<file path="src/rtl/lbfs_pkg.sv">
// ----------------------------------------------------------------------------
// lbfs_pkg
// Shared operation and status codes, controller states and the command and
// status bundles between the controller and the datapath of the linked block file store.
// ----------------------------------------------------------------------------
`default_nettype none

package lbfs_pkg;

  // Operation codes carried by op_i
  typedef enum logic [2:0] {
    OP_OPEN_WR = 3'd0,
    OP_OPEN_RD = 3'd1,
    OP_CLOSE   = 3'd2,
    OP_WRITE   = 3'd3,
    OP_READ    = 3'd4,
    OP_REWIND  = 3'd5,
    OP_REMOVE  = 3'd6,
    OP_QUERY   = 3'd7
  } op_e;

  // Result status codes carried by status_o
  typedef enum logic [2:0] {
    ST_OK           = 3'd0,
    ST_ALREADY_OPEN = 3'd1,
    ST_NO_SLOT      = 3'd2,
    ST_NO_BLOCK     = 3'd3,
    ST_NOT_OPEN     = 3'd4,
    ST_EOF          = 3'd5
  } status_e;

  // Controller states
  typedef enum logic [1:0] {
    S_IDLE,
    S_EVAL,
    S_LINK,
    S_DONE
  } state_e;

  // Controller to datapath
  typedef struct packed {
    logic accept;  // latch transaction, read slot record
    logic eval;    // read link table
    logic link;    // form word address, read word store
    logic commit;  // update state, load result register
  } cmd_t;

  // Datapath to controller
  typedef struct packed {
    logic out_free;  // result register can take a new result this cycle
  } dp_status_t;

endpackage

`default_nettype wire

</file>
<file path="src/rtl/lbfs_ctrl.sv">
// ----------------------------------------------------------------------------
// lbfs_ctrl
// Sequencer: steps one transaction through record read, link read,
// word access and commit.
// ----------------------------------------------------------------------------
`default_nettype none

module lbfs_ctrl (
  input  wire logic                clk_i,
  input  wire logic                rst_ni,
  input  wire logic                in_valid_i,
  input  lbfs_pkg::dp_status_t     dp_status_i,
  output lbfs_pkg::cmd_t           cmd_o,
  output logic                     in_stall_o
);

  lbfs_pkg::state_e state_q, state_d;

  // State register
  always_ff @(posedge clk_i or negedge rst_ni) begin
    if (!rst_ni) begin
      state_q <= lbfs_pkg::S_IDLE;
    end else begin
      state_q <= state_d;
    end
  end

  // Next state and commands
  always_comb begin
    state_d    = state_q;
    cmd_o      = '0;
    in_stall_o = 1'b1;
    unique case (state_q)
      lbfs_pkg::S_IDLE: begin
        in_stall_o = 1'b0;
        if (in_valid_i) begin
          cmd_o.accept = 1'b1;
          state_d      = lbfs_pkg::S_EVAL;
        end
      end
      lbfs_pkg::S_EVAL: begin
        cmd_o.eval = 1'b1;
        state_d    = lbfs_pkg::S_LINK;
      end
      lbfs_pkg::S_LINK: begin
        cmd_o.link = 1'b1;
        state_d    = lbfs_pkg::S_DONE;
      end
      lbfs_pkg::S_DONE: begin
        // hold until the result register is free
        if (dp_status_i.out_free) begin
          cmd_o.commit = 1'b1;
          state_d      = lbfs_pkg::S_IDLE;
        end
      end
      default: state_d = lbfs_pkg::S_IDLE;
    endcase
  end

endmodule

`default_nettype wire

</file>
<file path="config.mk">
export PLATFORM = sky130hd
export DESIGN_NAME = lbfs_ctrl
export DESIGN_NICKNAME = d
export VERILOG_FILES = /design/src/rtl/lbfs_pkg.sv /design/src/rtl/lbfs_ctrl.sv
export SDC_FILE = /design/constraint.sdc
export NUM_CORES = 1
export LEC_CHECK = 0
export ABC_AREA = 0
export BUFFER_PORTS_ARGS = -buffer_cell sky130_fd_sc_hd__buf_2
export CELL_PAD_IN_SITES_DETAIL_PLACEMENT = 0
export CELL_PAD_IN_SITES_GLOBAL_PLACEMENT = 1
export CORE_AREA = 2 2 39 41
export DETAILED_ROUTE_END_ITERATION = 16
export DIE_AREA = 0 0 41 43
export PLACE_DENSITY_LB_ADDON = 0.1
export SLEW_MARGIN = 15
export SYNTH_ARGS = -nofsm -noshare
export SYNTH_HDL_FRONTEND = slang
export SYNTH_SLANG_ARGS = --single-unit
export TNS_END_PERCENT = 20
</file>
<file path="constraint.sdc">
create_clock -name clk_i -period 2.11 [get_ports clk_i]
set_input_delay 0.422 -clock clk_i [delete_from_list [all_inputs] [get_ports clk_i]]
set_output_delay 0.422 -clock clk_i [all_outputs]
set_load 0.01 [all_outputs]
</file>
==> flow_summary.toml <==
[run_status]
status = "completed"

[layout]
layout_commonest_cell = "sky130_fd_sc_hd__buf_2"
max_reg_flops = 2
postLayoutCoreUtil_pct = 19.89
mostFrequentLayoutCells = "sky130_fd_sc_hd__buf_2 (8), sky130_fd_sc_hd__ha_1 (5), sky130_fd_sc_hd__inv_1 (4)"
largest_register = "state_q"
antennaDiodeCount = 0
synthToLayoutAreaGrowth_pct = 50.69
reg_top3 = "state_q: 2 flops"
final_nets = 40
final_layout_size_suffix_gt1_share_pct = 48.28

[cts]
htree_num_levels = 1
cts-root-to-sink-buffers = 2
tritoncts_clock_tree = "built"
cts.reportedPaths.clkPinSlew_ns = 0.03
clock_insertion_delay_worst_skew_ns = 0.22
tritoncts_buffer_count = 3
cts.sink_count = 2
root_buffer = "sky130_fd_sc_hd__clkbuf_4"

[detailed_routing]
finalWirelength_um = 361
firstDrtPassIters = 2
wire_per_inst_um = 8.022
count_of_vias_placed_by_the_detailed_router = 140
drt-vias-per-instance = 3.111
drc = 0
final_antenna_net_count = 0
drtIter0Drc = 2

[timing]
setup_repair_after_global_routing_missed_its_margin = "false"
finalHoldWorstSlack_ns = 0.5152
fmaxAchievable_mhz = 627.6
setup_tns_ns = 0
maxSlewViolCount = 0
clock-skew-final_ns = 0.001842
report.final.setup_viol = 0
worst_slack_ns = 0.5166
max_slew.worst_pin.slew_ns = 0.2107
final_min_period_over_clock_period_pct = 75.51
final.min_clock_period_ns = 1.593
max-slew-margin-rel_pct = 85.95
hold_violation_count_in_the_final_report = 0

[pwr]
power_density_nw_per_um2 = 1425
vdd.ir_drop.worst_mv = 0.3847
leakagePower_nw = 0.1536

[hold_path]
hold_path.class = "in -> async"

[synthesis]
synth.yosys.warnings = 0
synth_seq_area_share_pct = 27.40
synth_compound_area_share_pct = 6.849
yosys.area_share.xor_xnor_pct = 0
synth_cells = 17
synth_mux_area_share_pct = 13.70
synthSimpleGateAreaFrac_pct = 9.589
synthAdderAreaFrac_pct = 34.25
synth.cell_area_sq_um = 182.7
synth_nets = 26
synth.avg_cell_area_sq_um = 10.75
yosys_register_bits = 2
combinational_family_with_the_most_area_after_synthesis = "adder cells"
synth.distinct_cells = 9

[worst_setup_path]
critical_path.max_fanout = 4
worst_ep_required_time_ns = 1.69
critical_path_arrival_ns = 1.17
critPathSlowestCell = "sky130_fd_sc_hd__dfrtp_1"
critical_path_class = "reg -> out"
start_kind = "register"
worstPathCellList = "inv_1, ha_1, and2_1, buf_2"
worst_setup_path_end_kind = "primary output"
crit_path_max_incr_delay_ns = 0.37

[grt]
gr-total-overflow = 0
global_route.usage.total_pct = 5.311
grt_max_degree = 5
antenna_found_initial = 0
first_global_vias = 139
grt_first_pass_wirelength_um = 552

[die]
design.die.area_sq_um = 1763
placementRows = 14
core_area_sq_um = 1384
die-height_um = 43
ioPinCount = 9
die_width_um = 41
initial_core_util_pct = 13.20

[placement]
post_placement_setup_slack_ns = 0.7225
place_congestion = 0.6459
io_buffers = 8
detailed_place_hpwl_um = 287.5

[flow_run]
drv.max_cap_violation_count = 0
-- worst max-delay path, delay by kind of cell (launching register included) --
family,cells,cell delay (ns)
buf+inv,2,0.23
simple gates,1,0.13
flops,1,0.37
fa+ha+maj,1,0.22
-- stage by stage --
| step | cells | area [sq um] | power (W) |
|---|---|---|---|
| final | 45 | 275.3 | 0.0003923 |
| after global routing | 45 | 275.3 | 0.0004407 |
| after CTS | 45 | 275.3 | 0.0004071 |
| after floorplan | 17 | 182.7 | 0.0002457 |
| after detailed placement | 41 | 242.7 | 0.0003131 |
| after global placement | 41 | 242.7 | 0.0003189 |
-- path summary, 6_finish.rpt --
path	start	endpoint	slack, ns	depth (start not counted)
min	rst_ni	state_q[0]$_DFFE_PN0P_	0.52	2
max reg2reg	state_q[0]$_DFFE_PN0P_	state_q[1]$_DFFE_PN0P_	0.75	5
min reg2reg	state_q[1]$_DFFE_PN0P_	state_q[1]$_DFFE_PN0P_	0.59	1
max in group asynchronous	rst_ni	state_q[1]$_DFFE_PN0P_	1.50	2
min in group clk_i	dp_status_i	state_q[0]$_DFFE_PN0P_	0.57	3
max	state_q[0]$_DFFE_PN0P_	cmd_o[3]	0.52	4
-- layer usage --
metal / track usage [%] / share of wire (%) / up-vias
li1: - / - / 76
met1: 6.390 / 52 / 60
met2: 5.625 / 43 / 4
met3: 3.141 / 5.0 / 0
met4: 6.000 / 0 / 0
met5: 0 / 0 / -
-- what timing repair did --
| action | 4_1_cts | 5_1_grt |
|---|---|---|
| hold buffers | 1 | 0 |
| resized for setup | 0 | 0 |
| endpoints found under the hold margin | 2 | 0 |
| buffers inserted | 0 | 0 |
-- cell usage after synthesis --
library cell / instances / area, sq um
sky130_fd_sc_hd__and2_1: 1 / 6.260
sky130_fd_sc_hd__and2_2: 1 / 7.510
sky130_fd_sc_hd__dfrtp_1: 2 / 50.05
sky130_fd_sc_hd__ha_1: 5 / 62.56
sky130_fd_sc_hd__inv_1: 4 / 15.01
sky130_fd_sc_hd__mux2_4: 1 / 15.01
sky130_fd_sc_hd__mux2i_1: 1 / 10.01
sky130_fd_sc_hd__nor2_1: 1 / 3.750
sky130_fd_sc_hd__o22ai_2: 1 / 12.51
-- power breakdown --
group | switching (W) | internal (W)
combinational | 0.000112 | 0.000115
clock | 0.0000207 | 0.0000626
sequential | 0.0000215 | 0.0000608
-- final cells by class --
| cell class | instances | area (sq um) |
|---|---|---|
| clock buffers | 3 | 22.52 |
| fillers | 164 | 1109 |
| inverters | 4 | 15.01 |
| repair buffers | 9 | 50.05 |
| multi-input cells | 11 | 117.6 |
| flip-flops and latches | 2 | 50.05 |
| well taps | 16 | 20.02 |
-- logic make-up after synthesis --
logic type / count (synthesis)
compound gates: 1
flops: 2
mux: 2
fa+ha+maj: 5
buf+inv: 4
simple gates: 3
(Power assumes the default switching activity.)
